$ cat config.mk
export PLATFORM = sky130hd
export DESIGN_NAME = calendar_date_span_core
export DESIGN_NICKNAME = d
export VERILOG_FILES = /design/src/rtl/core/cds_pkg.sv /design/src/rtl/core/calendar_date_span_core.sv
export VERILOG_INCLUDE_DIRS = /design/src /design/src/rtl/core
export SDC_FILE = /design/constraint.sdc
export NUM_CORES = 2
export LEC_CHECK = 0
export ABC_CLOCK_PERIOD_IN_PS = 52700
export BUFFER_PORTS_ARGS = -buffer_cell sky130_fd_sc_hd__clkbuf_2
export CORE_MARGIN = 5
export CORE_UTILIZATION = 70
export DETAILED_ROUTE_END_ITERATION = 12
export GPL_ROUTABILITY_DRIVEN = 0
export PLACE_DENSITY = 0.87
export REMOVE_ABC_BUFFERS = 1
export SETUP_SLACK_MARGIN = 0.05
export SYNTH_ARGS = -nofsm -noshare
export SYNTH_HDL_FRONTEND = slang
export SYNTH_SLANG_ARGS = --single-unit
$ cat constraint.sdc
create_clock -name aclk -period 52.7 [get_ports aclk]
set_input_delay 10.54 -clock aclk [delete_from_list [all_inputs] [get_ports aclk]]
set_output_delay 10.54 -clock aclk [all_outputs]
set_load 0.01 [all_outputs]
$ cat src/rtl/core/calendar_date_span_core_assert.svh
// Assertion macros shared by the calendar date span core.
`ifndef CALENDAR_DATE_SPAN_CORE_ASSERT_SVH
`define CALENDAR_DATE_SPAN_CORE_ASSERT_SVH

// Same-cycle implication, sampled on aclk and disabled while aresetn is low.
`define CDS_ASSERT_IMP(label, ante, cons, msg) \
    label: assert property (@(posedge aclk) disable iff (!aresetn) (ante) |-> (cons)) \
        else $error(msg);

// Next-cycle implication, sampled on aclk and disabled while aresetn is low.
`define CDS_ASSERT_NXT(label, ante, cons, msg) \
    label: assert property (@(posedge aclk) disable iff (!aresetn) (ante) |=> (cons)) \
        else $error(msg);

`endif

$ cat src/rtl/core/cds_pkg.sv
// Types, constants and calendar lookup functions for the calendar date span core.
`default_nettype none

package cds_pkg;

    localparam int MODE_W     = 3;
    localparam int YEAR_W     = 14;
    localparam int MONTH_W    = 4;
    localparam int DAY_W      = 5;
    localparam int YY_W       = 15;
    localparam int DN_W       = 23;
    localparam int SPAN_W     = 22;
    localparam int WD_W       = 3;
    localparam int MTERM_W    = 9;
    localparam int IN_BITS    = 49;
    localparam int S_TDATA_W  = 56;
    localparam int M_TDATA_W  = 32;

    localparam int YEAR_OFFSET  = 400;
    localparam int RECIP100     = 5243;
    localparam int RECIP100_SH  = 19;
    localparam int RECIP7       = 9586981;
    localparam int RECIP7_SH    = 26;
    localparam int SPAN_MAX     = 4194303;

    typedef enum logic [MODE_W-1:0] {
        MODE_DAYS      = 3'd0,
        MODE_INCL_DAYS = 3'd1,
        MODE_WEEKS     = 3'd2,
        MODE_MONTHS    = 3'd3,
        MODE_YEARS     = 3'd4,
        MODE_WORK_DAYS = 3'd5
    } mode_t;

    function automatic logic [DAY_W-1:0] month_len(input logic [MONTH_W-1:0] m,
                                                  input logic leap);
        logic [DAY_W-1:0] len;
        case (m)
            4'd2:    len = leap ? 5'd29 : 5'd28;
            4'd4:    len = 5'd30;
            4'd6:    len = 5'd30;
            4'd9:    len = 5'd30;
            4'd11:   len = 5'd30;
            default: len = 5'd31;
        endcase
        return len;
    endfunction

    // Days from March 1 to the first of the month, with March as month zero.
    function automatic logic [MTERM_W-1:0] month_offset(input logic [MONTH_W-1:0] m);
        logic [MTERM_W-1:0] r;
        case (m)
            4'd3:    r = 9'd0;
            4'd4:    r = 9'd31;
            4'd5:    r = 9'd61;
            4'd6:    r = 9'd92;
            4'd7:    r = 9'd122;
            4'd8:    r = 9'd153;
            4'd9:    r = 9'd184;
            4'd10:   r = 9'd214;
            4'd11:   r = 9'd245;
            4'd12:   r = 9'd275;
            4'd1:    r = 9'd306;
            default: r = 9'd337;
        endcase
        return r;
    endfunction

    // Working days among the first rest days of a week that starts on weekday wd.
    function automatic logic [2:0] work_partial(input logic [WD_W-1:0] wd,
                                                input logic [2:0] rest);
        logic [2:0] cnt;
        logic [3:0] s;
        cnt = 3'd0;
        for (int k = 0; k < 6; k++) begin
            s = 4'(wd) + 4'(k);
            if (s >= 4'd7) begin
                s = s - 4'd7;
            end
            if ((3'(k) < rest) && (s < 4'd5)) begin
                cnt = cnt + 3'd1;
            end
        end
        return cnt;
    endfunction

endpackage

`default_nettype wire

$ cat src/rtl/core/calendar_date_span_core.sv
// Calendar date span core: top level with an eight-stage pipeline and input skid register.
//
// The input channel carries one date pair and a mode per transfer; tdata holds, from the
// lowest bit up, mode, first_year, first_month, first_day, second_year, second_month and
// second_day, with zero fill up to 56 bits. Every transfer gives exactly one result on the
// output channel: span, was_swapped and start_weekday, from the lowest bit up.
// Months are clamped to 1..12 and days to the month length before the dates are ordered.
// A result appears on m_tvalid after the stage registers 1 to 7 and the output register,
// and a new pair is accepted on every cycle unless the receiver stalls. The rate is set by
// the pipeline, which advances as one unit whenever the output register is empty or taken;
// division by seven or one hundred is a reciprocal product, by seven in its own stage.
// When the receiver stalls, the pipeline holds its contents and a one-entry skid register
// takes the transfer that s_tready had already promised; s_tready is a register output.
// A synchronous low aresetn empties the pipeline, the skid register and the output.
`default_nettype none
`include "calendar_date_span_core_assert.svh"

module calendar_date_span_core (
    input  wire logic                          aclk,
    input  wire logic                          aresetn,
    input  wire logic                          s_tvalid,
    output      logic                          s_tready,
    // mode, first_year, first_month, first_day, second_year, second_month, second_day
    input  wire logic [cds_pkg::S_TDATA_W-1:0] s_tdata,
    output      logic                          m_tvalid,
    input  wire logic                          m_tready,
    // span, was_swapped, start_weekday
    output      logic [cds_pkg::M_TDATA_W-1:0] m_tdata
);
    import cds_pkg::*;

    logic                 pipe_en;
    logic                 s_accept;
    logic                 skid_valid_reg;
    logic [IN_BITS-1:0]   skid_data_reg;
    logic                 in_valid;
    logic [IN_BITS-1:0]   in_data;

    logic [MODE_W-1:0]    in_mode;
    logic [YEAR_W-1:0]    in_y1, in_y2;
    logic [MONTH_W-1:0]   in_m1, in_m2, in_m1c, in_m2c;
    logic [26:0]          in_p1, in_p2;

    logic                 s1_valid_reg;
    logic [MODE_W-1:0]    s1_mode_reg;
    logic [YEAR_W-1:0]    s1_y1_reg, s1_y2_reg;
    logic [MONTH_W-1:0]   s1_m1_reg, s1_m2_reg;
    logic [DAY_W-1:0]     s1_d1_reg, s1_d2_reg;
    logic [7:0]           s1_q1_reg, s1_q2_reg;

    logic [YEAR_W-1:0]    s2_r1, s2_r2;
    logic                 s2_leap1, s2_leap2;
    logic [DAY_W-1:0]     s2_len1, s2_len2, s2_d1c, s2_d2c;
    logic                 s2_swap;
    logic [YEAR_W-1:0]    s2_ya_next, s2_yb_next;
    logic [MONTH_W-1:0]   s2_ma_next, s2_mb_next;
    logic [DAY_W-1:0]     s2_da_next, s2_db_next;

    logic                 s2_valid_reg;
    logic [MODE_W-1:0]    s2_mode_reg;
    logic                 s2_swap_reg;
    logic [YEAR_W-1:0]    s2_ya_reg, s2_yb_reg;
    logic [MONTH_W-1:0]   s2_ma_reg, s2_mb_reg;
    logic [DAY_W-1:0]     s2_da_reg, s2_db_reg;

    logic [YY_W-1:0]      s3_yya_next, s3_yyb_next;
    logic [27:0]          s3_pa, s3_pb;
    logic [YEAR_W-1:0]    s3_ydiff;
    logic [18:0]          s3_months;
    logic [YEAR_W-1:0]    s3_years;
    logic                 s3_mon_inc, s3_year_inc;

    logic                 s3_valid_reg;
    logic [MODE_W-1:0]    s3_mode_reg;
    logic                 s3_swap_reg;
    logic [YY_W-1:0]      s3_yya_reg, s3_yyb_reg;
    logic [8:0]           s3_qa_reg, s3_qb_reg;
    logic [MTERM_W-1:0]   s3_mta_reg, s3_mtb_reg;
    logic [DAY_W-1:0]     s3_da_reg, s3_db_reg;
    logic [17:0]          s3_months_reg;
    logic [YEAR_W-1:0]    s3_years_reg;

    logic [23:0]          s4_na, s4_nb;
    logic                 s4_valid_reg;
    logic [MODE_W-1:0]    s4_mode_reg;
    logic                 s4_swap_reg;
    logic [DN_W-1:0]      s4_na_reg, s4_nb_reg;
    logic [17:0]          s4_months_reg;
    logic [YEAR_W-1:0]    s4_years_reg;

    logic                 s5_valid_reg;
    logic [MODE_W-1:0]    s5_mode_reg;
    logic                 s5_swap_reg;
    logic [DN_W-1:0]      s5_diff_reg, s5_nw_reg;
    logic [17:0]          s5_months_reg;
    logic [YEAR_W-1:0]    s5_years_reg;

    logic [46:0]          s6_pd, s6_pw;
    logic                 s6_valid_reg;
    logic [MODE_W-1:0]    s6_mode_reg;
    logic                 s6_swap_reg;
    logic [DN_W-1:0]      s6_diff_reg, s6_nw_reg;
    logic [20:0]          s6_qd_reg, s6_qw_reg;
    logic [17:0]          s6_months_reg;
    logic [YEAR_W-1:0]    s6_years_reg;

    logic [DN_W-1:0]      s7_rd_full, s7_wd_full;
    logic                 s7_valid_reg;
    logic [MODE_W-1:0]    s7_mode_reg;
    logic                 s7_swap_reg;
    logic [DN_W-1:0]      s7_diff_reg;
    logic [20:0]          s7_qd_reg;
    logic [2:0]           s7_rd_reg;
    logic [WD_W-1:0]      s7_wd_reg;
    logic [17:0]          s7_months_reg;
    logic [YEAR_W-1:0]    s7_years_reg;

    logic [20:0]          s8_tq;
    logic [2:0]           s8_rest;
    logic [23:0]          s8_full;
    logic [SPAN_W-1:0]    s8_span;

    logic                 m_tvalid_reg;
    logic [SPAN_W-1:0]    out_span_reg;
    logic                 out_swap_reg;
    logic [WD_W-1:0]      out_wd_reg;

    assign pipe_en  = !m_tvalid_reg || m_tready;
    assign s_tready = !skid_valid_reg;
    assign s_accept = s_tvalid && s_tready;
    assign in_valid = skid_valid_reg || s_tvalid;
    assign in_data  = skid_valid_reg ? skid_data_reg : s_tdata[IN_BITS-1:0];

    always_ff @(posedge aclk) begin
        if (!aresetn) begin
            skid_valid_reg <= 1'b0;
        end else if (pipe_en) begin
            skid_valid_reg <= 1'b0;
        end else if (s_accept) begin
            skid_valid_reg <= 1'b1;
        end
        if (!pipe_en && s_accept) begin
            skid_data_reg <= s_tdata[IN_BITS-1:0];
        end
    end

    // Stage 1: clamp months and start the division of each year by one hundred.
    always_comb begin
        in_mode = in_data[2:0];
        in_y1   = in_data[16:3];
        in_m1   = in_data[20:17];
        in_y2   = in_data[39:26];
        in_m2   = in_data[43:40];
        in_m1c  = (in_m1 == 4'd0) ? 4'd1 : ((in_m1 > 4'd12) ? 4'd12 : in_m1);
        in_m2c  = (in_m2 == 4'd0) ? 4'd1 : ((in_m2 > 4'd12) ? 4'd12 : in_m2);
        in_p1   = 27'(in_y1) * 27'(RECIP100);
        in_p2   = 27'(in_y2) * 27'(RECIP100);
    end

    always_ff @(posedge aclk) begin
        if (!aresetn) begin
            s1_valid_reg <= 1'b0;
        end else if (pipe_en) begin
            s1_valid_reg <= in_valid;
        end
        if (pipe_en) begin
            s1_mode_reg <= in_mode;
            s1_y1_reg   <= in_y1;
            s1_y2_reg   <= in_y2;
            s1_m1_reg   <= in_m1c;
            s1_m2_reg   <= in_m2c;
            s1_d1_reg   <= in_data[25:21];
            s1_d2_reg   <= in_data[48:44];
            s1_q1_reg   <= in_p1[26:RECIP100_SH];
            s1_q2_reg   <= in_p2[26:RECIP100_SH];
        end
    end

    // Stage 2: leap years, day clamp, ordering of the two dates.
    always_comb begin
        s2_r1    = s1_y1_reg - 14'(s1_q1_reg) * 14'(100);
        s2_r2    = s1_y2_reg - 14'(s1_q2_reg) * 14'(100);
        s2_leap1 = (s1_y1_reg[1:0] == 2'd0) && ((s2_r1 != '0) || (s1_q1_reg[1:0] == 2'd0));
        s2_leap2 = (s1_y2_reg[1:0] == 2'd0) && ((s2_r2 != '0) || (s1_q2_reg[1:0] == 2'd0));
        s2_len1  = month_len(s1_m1_reg, s2_leap1);
        s2_len2  = month_len(s1_m2_reg, s2_leap2);
        s2_d1c   = (s1_d1_reg == '0) ? 5'd1 : ((s1_d1_reg > s2_len1) ? s2_len1 : s1_d1_reg);
        s2_d2c   = (s1_d2_reg == '0) ? 5'd1 : ((s1_d2_reg > s2_len2) ? s2_len2 : s1_d2_reg);
        s2_swap  = {s1_y2_reg, s1_m2_reg, s2_d2c} < {s1_y1_reg, s1_m1_reg, s2_d1c};
        s2_ya_next = s2_swap ? s1_y2_reg : s1_y1_reg;
        s2_ma_next = s2_swap ? s1_m2_reg : s1_m1_reg;
        s2_da_next = s2_swap ? s2_d2c    : s2_d1c;
        s2_yb_next = s2_swap ? s1_y1_reg : s1_y2_reg;
        s2_mb_next = s2_swap ? s1_m1_reg : s1_m2_reg;
        s2_db_next = s2_swap ? s2_d1c    : s2_d2c;
    end

    always_ff @(posedge aclk) begin
        if (!aresetn) begin
            s2_valid_reg <= 1'b0;
        end else if (pipe_en) begin
            s2_valid_reg <= s1_valid_reg;
        end
        if (pipe_en) begin
            s2_mode_reg <= s1_mode_reg;
            s2_swap_reg <= s2_swap;
            s2_ya_reg   <= s2_ya_next;
            s2_ma_reg   <= s2_ma_next;
            s2_da_reg   <= s2_da_next;
            s2_yb_reg   <= s2_yb_next;
            s2_mb_reg   <= s2_mb_next;
            s2_db_reg   <= s2_db_next;
        end
    end

    // Stage 3: March-based years, their division by one hundred, month and year counts.
    always_comb begin
        s3_yya_next = 15'(s2_ya_reg) + 15'(YEAR_OFFSET) - 15'(s2_ma_reg <= 4'd2);
        s3_yyb_next = 15'(s2_yb_reg) + 15'(YEAR_OFFSET) - 15'(s2_mb_reg <= 4'd2);
        s3_pa       = 28'(s3_yya_next) * 28'(RECIP100);
        s3_pb       = 28'(s3_yyb_next) * 28'(RECIP100);
        s3_ydiff    = s2_yb_reg - s2_ya_reg;
        s3_mon_inc  = s2_da_reg <= s2_db_reg;
        s3_year_inc = (s2_mb_reg > s2_ma_reg) ||
                      ((s2_mb_reg == s2_ma_reg) && (s2_db_reg >= s2_da_reg));
        s3_months   = 19'(s3_ydiff) * 19'(12) + 19'(s2_mb_reg) - 19'(s2_ma_reg)
                      - 19'd1 + 19'(s3_mon_inc);
        s3_years    = s3_ydiff - 14'd1 + 14'(s3_year_inc);
    end

    always_ff @(posedge aclk) begin
        if (!aresetn) begin
            s3_valid_reg <= 1'b0;
        end else if (pipe_en) begin
            s3_valid_reg <= s2_valid_reg;
        end
        if (pipe_en) begin
            s3_mode_reg   <= s2_mode_reg;
            s3_swap_reg   <= s2_swap_reg;
            s3_yya_reg    <= s3_yya_next;
            s3_yyb_reg    <= s3_yyb_next;
            s3_qa_reg     <= s3_pa[27:RECIP100_SH];
            s3_qb_reg     <= s3_pb[27:RECIP100_SH];
            s3_mta_reg    <= month_offset(s2_ma_reg);
            s3_mtb_reg    <= month_offset(s2_mb_reg);
            s3_da_reg     <= s2_da_reg;
            s3_db_reg     <= s2_db_reg;
            s3_months_reg <= s3_months[17:0];
            s3_years_reg  <= s3_years;
        end
    end

    // Stage 4: day numbers of both dates.
    always_comb begin
        s4_na = 24'(s3_yya_reg) * 24'(365) + 24'(s3_yya_reg >> 2) - 24'(s3_qa_reg)
                + 24'(s3_qa_reg >> 2) + 24'(s3_mta_reg) + 24'(s3_da_reg) - 24'd1;
        s4_nb = 24'(s3_yyb_reg) * 24'(365) + 24'(s3_yyb_reg >> 2) - 24'(s3_qb_reg)
                + 24'(s3_qb_reg >> 2) + 24'(s3_mtb_reg) + 24'(s3_db_reg) - 24'd1;
    end

    always_ff @(posedge aclk) begin
        if (!aresetn) begin
            s4_valid_reg <= 1'b0;
        end else if (pipe_en) begin
            s4_valid_reg <= s3_valid_reg;
        end
        if (pipe_en) begin
            s4_mode_reg   <= s3_mode_reg;
            s4_swap_reg   <= s3_swap_reg;
            s4_na_reg     <= s4_na[DN_W-1:0];
            s4_nb_reg     <= s4_nb[DN_W-1:0];
            s4_months_reg <= s3_months_reg;
            s4_years_reg  <= s3_years_reg;
        end
    end

    // Stage 5: difference of day numbers and the weekday offset.
    always_ff @(posedge aclk) begin
        if (!aresetn) begin
            s5_valid_reg <= 1'b0;
        end else if (pipe_en) begin
            s5_valid_reg <= s4_valid_reg;
        end
        if (pipe_en) begin
            s5_mode_reg   <= s4_mode_reg;
            s5_swap_reg   <= s4_swap_reg;
            s5_diff_reg   <= s4_nb_reg - s4_na_reg;
            s5_nw_reg     <= s4_na_reg + 23'd2;
            s5_months_reg <= s4_months_reg;
            s5_years_reg  <= s4_years_reg;
        end
    end

    // Stage 6: division by seven through the reciprocal.
    always_comb begin
        s6_pd = 47'(s5_diff_reg) * 47'(RECIP7);
        s6_pw = 47'(s5_nw_reg) * 47'(RECIP7);
    end

    always_ff @(posedge aclk) begin
        if (!aresetn) begin
            s6_valid_reg <= 1'b0;
        end else if (pipe_en) begin
            s6_valid_reg <= s5_valid_reg;
        end
        if (pipe_en) begin
            s6_mode_reg   <= s5_mode_reg;
            s6_swap_reg   <= s5_swap_reg;
            s6_diff_reg   <= s5_diff_reg;
            s6_nw_reg     <= s5_nw_reg;
            s6_qd_reg     <= s6_pd[46:RECIP7_SH];
            s6_qw_reg     <= s6_pw[46:RECIP7_SH];
            s6_months_reg <= s5_months_reg;
            s6_years_reg  <= s5_years_reg;
        end
    end

    // Stage 7: remainders by seven, which give the weekday and the partial week.
    always_comb begin
        s7_rd_full = s6_diff_reg - 23'(s6_qd_reg) * 23'(7);
        s7_wd_full = s6_nw_reg - 23'(s6_qw_reg) * 23'(7);
    end

    always_ff @(posedge aclk) begin
        if (!aresetn) begin
            s7_valid_reg <= 1'b0;
        end else if (pipe_en) begin
            s7_valid_reg <= s6_valid_reg;
        end
        if (pipe_en) begin
            s7_mode_reg   <= s6_mode_reg;
            s7_swap_reg   <= s6_swap_reg;
            s7_diff_reg   <= s6_diff_reg;
            s7_qd_reg     <= s6_qd_reg;
            s7_rd_reg     <= s7_rd_full[2:0];
            s7_wd_reg     <= s7_wd_full[WD_W-1:0];
            s7_months_reg <= s6_months_reg;
            s7_years_reg  <= s6_years_reg;
        end
    end

    // Stage 8: select the count by mode and saturate it.
    always_comb begin
        s8_tq   = s7_qd_reg + 21'(s7_rd_reg == 3'd6);
        s8_rest = (s7_rd_reg == 3'd6) ? 3'd0 : s7_rd_reg + 3'd1;
        case (s7_mode_reg)
            MODE_DAYS:      s8_full = 24'(s7_diff_reg);
            MODE_INCL_DAYS: s8_full = 24'(s7_diff_reg) + 24'd1;
            MODE_WEEKS:     s8_full = 24'(s7_qd_reg);
            MODE_MONTHS:    s8_full = 24'(s7_months_reg);
            MODE_YEARS:     s8_full = 24'(s7_years_reg);
            MODE_WORK_DAYS: s8_full = 24'(s8_tq) * 24'(5)
                                      + 24'(work_partial(s7_wd_reg, s8_rest));
            default:        s8_full = 24'd0;
        endcase
        s8_span = (s8_full > 24'(SPAN_MAX)) ? SPAN_W'(SPAN_MAX) : s8_full[SPAN_W-1:0];
    end

    always_ff @(posedge aclk) begin
        if (!aresetn) begin
            m_tvalid_reg <= 1'b0;
        end else if (pipe_en) begin
            m_tvalid_reg <= s7_valid_reg;
        end
        if (pipe_en) begin
            out_span_reg <= s8_span;
            out_swap_reg <= s7_swap_reg;
            out_wd_reg   <= s7_wd_reg;
        end
    end

    assign m_tvalid = m_tvalid_reg;
    assign m_tdata  = {6'd0, out_wd_reg, out_swap_reg, out_span_reg};

    `CDS_ASSERT_NXT(skid_hold_a, skid_valid_reg && !pipe_en, skid_valid_reg,
        "Skid register lost a transfer during a stall.")
    `CDS_ASSERT_NXT(out_load_a, s7_valid_reg && pipe_en, m_tvalid_reg,
        "Last pipeline stage did not reach the output register.")
    `CDS_ASSERT_IMP(order_a, s2_valid_reg,
        ({s2_ya_reg, s2_ma_reg, s2_da_reg} <= {s2_yb_reg, s2_mb_reg, s2_db_reg}),
        "Dates leave the ordering stage out of order.")
    `CDS_ASSERT_IMP(weekday_a, m_tvalid_reg, out_wd_reg != 3'd7,
        "Start weekday is out of range.")

endmodule

`default_nettype wire
# After elaboration in Yosys (flattened, before gate mapping)
# Memories as Yosys holds them, arrays and structs flattened. A register that Yosys moved wholly into a read port is not among the register bits.
# Index checks and enable logic that the tools add are counted.
# totals
ff_bits	647
mem_bits_ro	288
inputBits	60
output_inout_bits	34
n_memories	2
# memory_table
name	depth	word_bits	read_ports	rd_clocked_by_memory_dff	write_ports	line_no	rtl
(name not given)	16	9	1	1	0	cds_pkg.sv:52	case (m)
(name not given)	16	9	1	1	0	cds_pkg.sv:52	
# classes
add_sub_neg	49
mul	14
n_lt_le_gt_ge	29
eq_ne	17
muxes	43
bitwise_logic	1
reduce_logical	35
# ops
cell	n
$pmux W24 S6	1
$mul A23 B24 Y47 const B	2
$mux W4	16
$mul A15 B13 Y28 const B	2
$mul A14 B13 Y27 const B	2
$mux W49	1
$add A23 B13 Y23	2
$add A23 B5 Y23	2
$add A23 B7 Y23	2
$add A23 B9 Y23	2
$mul A15 B9 Y23 const B	2
$sub A23 B1 Y23 const B	2
$sub A23 B9 Y23	2
$mul A21 B3 Y3 const B	2
$sub A14 B14 Y14	3
$mux W3	12
$add A14 B9 Y15 const B	2
$mux W5	6
$sub A15 B1 Y15	2
$mux W14	2
$reduce_bool A14 Y1	2
$add A23 B1 Y24 const B	1
$add A24 B3 Y24	1
$gt A24 B22 Y1 const B	1
other kinds (51)	116

# Logic depth before layout (Yosys ltp)
# depth
depth_word	25
mapped_depth	35
mapped_depth_nobuf	35

# Worst setup path after synthesis
# No wires, ideal clock.
# synth_timing
kind	in2reg
from	input port m_tready
to	register out_span_reg[0] (enable)
setup_ns	4.669
arrival_ns	21.692
required_time_ns	48.031
setup_slack_ns	26.339
cell_stages	3
path_buffers	1
cell_sequence	nor2b_1 -> clkbuf_1 -> clkinv_1
# synth_via
elab_chain_cells	1
# synth_rtl
item	line_no	rtl
from (decl)	calendar_date_span_core.sv:26	input wire logic m_tready,
$logic_or A1 B1 Y1	calendar_date_span_core.sv:128	assign pipe_en = !m_tvalid_reg || m_tready;
net pipe_en	calendar_date_span_core.sv:32	logic pipe_en;
to (signal assigned)	calendar_date_span_core.sv:366	out_span_reg <= s8_span;
to (decl)	calendar_date_span_core.sv:124	logic [SPAN_W-1:0] out_span_reg;
# The timed path passes the listed nets, and every way through them passes these cells.
# A chain may end at the register's enable or synchronous reset.

# Worst setup path after layout
# layout_timing
from	input port s_tdata[7] (netlist bit)
to	register s1_q1_reg[7] (data pin)
# layout_via
elab_chain_cells	2
# layout_rtl
item	line_no	rtl
from (decl)	calendar_date_span_core.sv:24	input wire logic [cds_pkg::S_TDATA_W-1:0] s_tdata,
$mux W49	calendar_date_span_core.sv:132	assign in_data = skid_valid_reg ? skid_data_reg : s_tdata[IN_BITS-1:0];
net in_data[7]	calendar_date_span_core.sv:37	logic [IN_BITS-1:0] in_data;
$mul A14 B13 Y27	calendar_date_span_core.sv:156	in_p1 = 27'(in_y1) * 27'(RECIP100);
net in_p1[26]	calendar_date_span_core.sv:42	logic [26:0] in_p1, in_p2;
to (signal assigned)	calendar_date_span_core.sv:174	s1_q1_reg <= in_p1[26:RECIP100_SH];
to (decl)	calendar_date_span_core.sv:49	logic [7:0] s1_q1_reg, s1_q2_reg;
# The timed path passes the listed nets, and every way through them passes these cells.

==> flow_metrics.py <==
metrics = {
    "status": {
        "outcome": "completed",
    },
    "drt": {
        "wl_per_cell_microns": 19.63,
        "drc": 0,
        "drtAntennaViolNets": 0,
        "dr.first_iter.drc_count": 2603,
        "vias": 42240,
        "via_per_inst": 5.931,
        "drtPass1Iterations": 8,
        "wirelength_microns": 139800,
    },
    "clock_network": {
        "max-clock-path-buffers": 3,
        "root_buffer": "clkbuf_16",
        "numCtsBuffers": 72,
        "cts_tree": "done",
        "cts_setup_buffers": 0,
        "cts_hold_buf": 0,
        "clock_sinks": 647,
        "cts_resized": 0,
        "clkLatencyLatePin_ps": 660,
        "cts.htree.levels": 3,
        "clkTransAtPathRegs_ps": 60,
    },
    "cells_and_area": {
        "nFillCells": 5548,
        "synthToLayoutAreaGrowth_pct": 6.352,
        "regArea_sq_mm": 0.01934,
        "multi_input_area_sq_mm": 0.04112,
        "drive_gt1_share_pct": 5.879,
        "largest_register_ffs": 49,
        "final_nets": 7746,
        "n_antenna_cell": 0,
    },
    "die": {
        "start_util_pct": 70.37,
        "die_w_microns": 315.8,
        "core_area_sq_mm": 0.09305,
        "io_pins": 94,
        "die_h_microns": 315.8,
        "row_count": 112,
        "die_area_sq_mm": 0.09975,
    },
    "grt": {
        "grt_max_degree": 172,
        "grt_pass1_wl_microns": 229500,
        "grt_pass1_vias": 46230,
        "grt_overflow": 0,
        "antenna_found_initial": 0,
        "grt_util_all_layers_pct": 28.77,
    },
    "timing": {
        "tns_ps": 0,
        "fmax_mhz": 61.77,
        "hold_viol_final": 0,
        "fin_worst_skew_ps": 45.58,
        "tightest_slew_ps": 1147,
        "maxSlewHeadroom_pct": 22.99,
        "grt_setup_unrepaired": "no",
        "period_share_pct": 30.72,
        "final_max_slew_viol_count": 0,
        "period_minus_slack_ps": 16190,
        "setup_viol": 0,
    },
    "flow_run": {
        "maxCapViolCount": 0,
    },
    "logic_synthesis": {
        "synth_seq_area_share_pct": 29.54,
        "ys_async_sr_fraction_pct": 0,
        "yosys_warnings": 0,
        "netlist_area_sq_mm": 0.06548,
        "syn_inst": 5706,
        "ys_seq_elements": 647,
        "synthDistinctLibCells": 100,
        "synth_area_per_cell_sq_um": 11.48,
        "synth-main-ff-cell": "edfxtp_1",
        "synth-edff-count": 638,
    },
    "critical_path": {
        "cp.arrival_ps": 16590,
        "cp.required_ps": 53100,
        "worstPathMaxFanout": 5,
        "worstSetupEndpointType": "register",
        "startpoint_type": "primary input",
        "crit_type": "primary input to register",
    },
    "place": {
        "numPortBuffers": 80,
        "hpwl_microns": 111200,
    },
    "min_path": {
        "worst_hold_path_type": "register to register",
    },
}
kinds of logic (layout without fill, tap and decap cells):
| logic type | after synthesis | after routing | share of synthesized area, % |
|---|---|---|---|
| simple gates | 753 | 753 | 5.905 |
| other cells | 1 | 6 | 0.005727 |
| compound gates | 709 | 709 | 7.726 |
| fa+ha+maj | 1876 | 1876 | 43.31 |
| flops | 647 | 647 | 29.54 |
| xor+xnor | 327 | 327 | 4.397 |
| buf+inv | 1308 | 1465 | 7.735 |
| mux | 85 | 85 | 1.384 |
layout make-up:
cell class / count / area share [%]
flip-flops and latches: 647 / 27.78
clock buffers: 86 / 2.693
inverters: 1224 / 6.609
well taps: 1254 / 2.253
clock inverters: 46 / 0.7169
repair buffers: 109 / 0.9056
multi-input cells: 3756 / 59.05
critical path, stage by stage:
cell	delay [ps]
clkbuf_2	100
mux2i_1	420
inv_1	270
ha_1	380
inv_1	70
fa_1	500
inv_1	50
ha_1	290
ha_1	290
inv_1	60
fa_1	540
inv_1	50
ha_1	290
and3_1	190
a31o_1	210
a21o_1	170
a2111oi_0	810
o21ai_1	160
a31oi_1	370
o21ai_1	220
o41ai_2	330
o21bai_1	130
xnor2_1	130
synth_stat cells, drive strengths merged (7+ instances only):
master / count / area share, %
a2111oi: 16 / 0.33
a211o: 13 / 0.17
a211oi: 21 / 0.31
a21boi: 14 / 0.16
a21o: 90 / 1.0
a21oi: 172 / 1.3
a221oi: 10 / 0.14
a311oi: 7 / 0.094
a31oi: 61 / 0.61
and2: 8 / 0.076
and3: 36 / 0.34
and4: 9 / 0.12
buf: 33 / 0.42
clkbuf: 51 / 0.30
dfxtp: 9 / 0.28
edfxtp: 638 / 29
fa: 651 / 20
ha: 1225 / 23
inv: 1223 / 7.0
mux2: 24 / 0.41
mux2i: 59 / 0.90
nand2: 149 / 0.85
nand2b: 25 / 0.24
nand3: 120 / 1.0
nand4: 74 / 0.71
nor2: 162 / 0.93
nor2b: 63 / 0.60
nor3: 51 / 0.39
o211ai: 65 / 1.0
o21a: 23 / 0.26
o21ai: 112 / 0.87
o21bai: 36 / 0.42
o31ai: 12 / 0.16
o41ai: 8 / 0.16
or2: 10 / 0.096
or3: 15 / 0.14
xnor2: 227 / 3.0
xor2: 99 / 1.3
stage by stage:
stage / utilization, % / worst slack [ps] / hold WS (ps) / std cells / instance area (sq um)
final: 74.84 / 36510 / 411.8 / 7122 / 69640
after global routing: 74.84 / 36240 / 421.9 / 7122 / 69640
after CTS: 74.84 / 36540 / 416.4 / 7122 / 69640
after detailed placement: 72.29 / 35940 / 404.5 / 6990 / 67260
after global placement: 72.29 / 36100 / 400.5 / 6990 / 67260
after floorplan: - / 26260 / 400.3 / 5627 / 65020
final timing paths:
| kind | from | slack, ps | endpoint | cells past startpoint |
|---|---|---|---|---|
| worst max-delay path | s_tdata[7] | 36510 | s1_q1_reg[7] | 23 |
| worst min-delay path | s4_months_reg[3] | 410 | s5_months_reg[3] | 0 |
| worst max register to register | s2_ma_reg[0] | 42910 | s3_qa_reg[8] | 32 |
| worst min register to register | s4_months_reg[3] | 410 | s5_months_reg[3] | 0 |
metal layers:
layer	wire length, microns	vias to the layer above	track usage, %
met5	0	-	0
met4	8516	0	14.97
met3	6294	490	3.330
met2	73070	1342	52.85
met1	51890	20870	33.12
li1	-	19550	-
layout by cell type, fill, tap and decap left out, types with 12 or more instances in the layout:
cell,count
ha_1,1225
inv_1,1222
fa_1,651
edfxtp_1,638
xnor2_1,227
a21oi_1,169
nor2_1,161
nand2_1,149
nand3_1,107
o21ai_0,103
xor2_1,99
a21o_1,90
clkbuf_2,80
nand4_1,74
clkbuf_16,73
nor2b_1,63
a31oi_1,60
mux2i_1,59
nor3_1,50
o21bai_1,35
and3_1,35
o211ai_2,33
o211ai_1,32
buf_4,28
nand2b_1,25
mux2_2,24
o21a_1,22
or3_1,15
a211oi_1,14
a211o_1,13
a21boi_0,13
nand3_2,13
clkbuf_1,13
clkinv_2,12
Power is not shown: default switching activity piles up to over one toggle a cycle in this logic, so the estimate is an artifact.
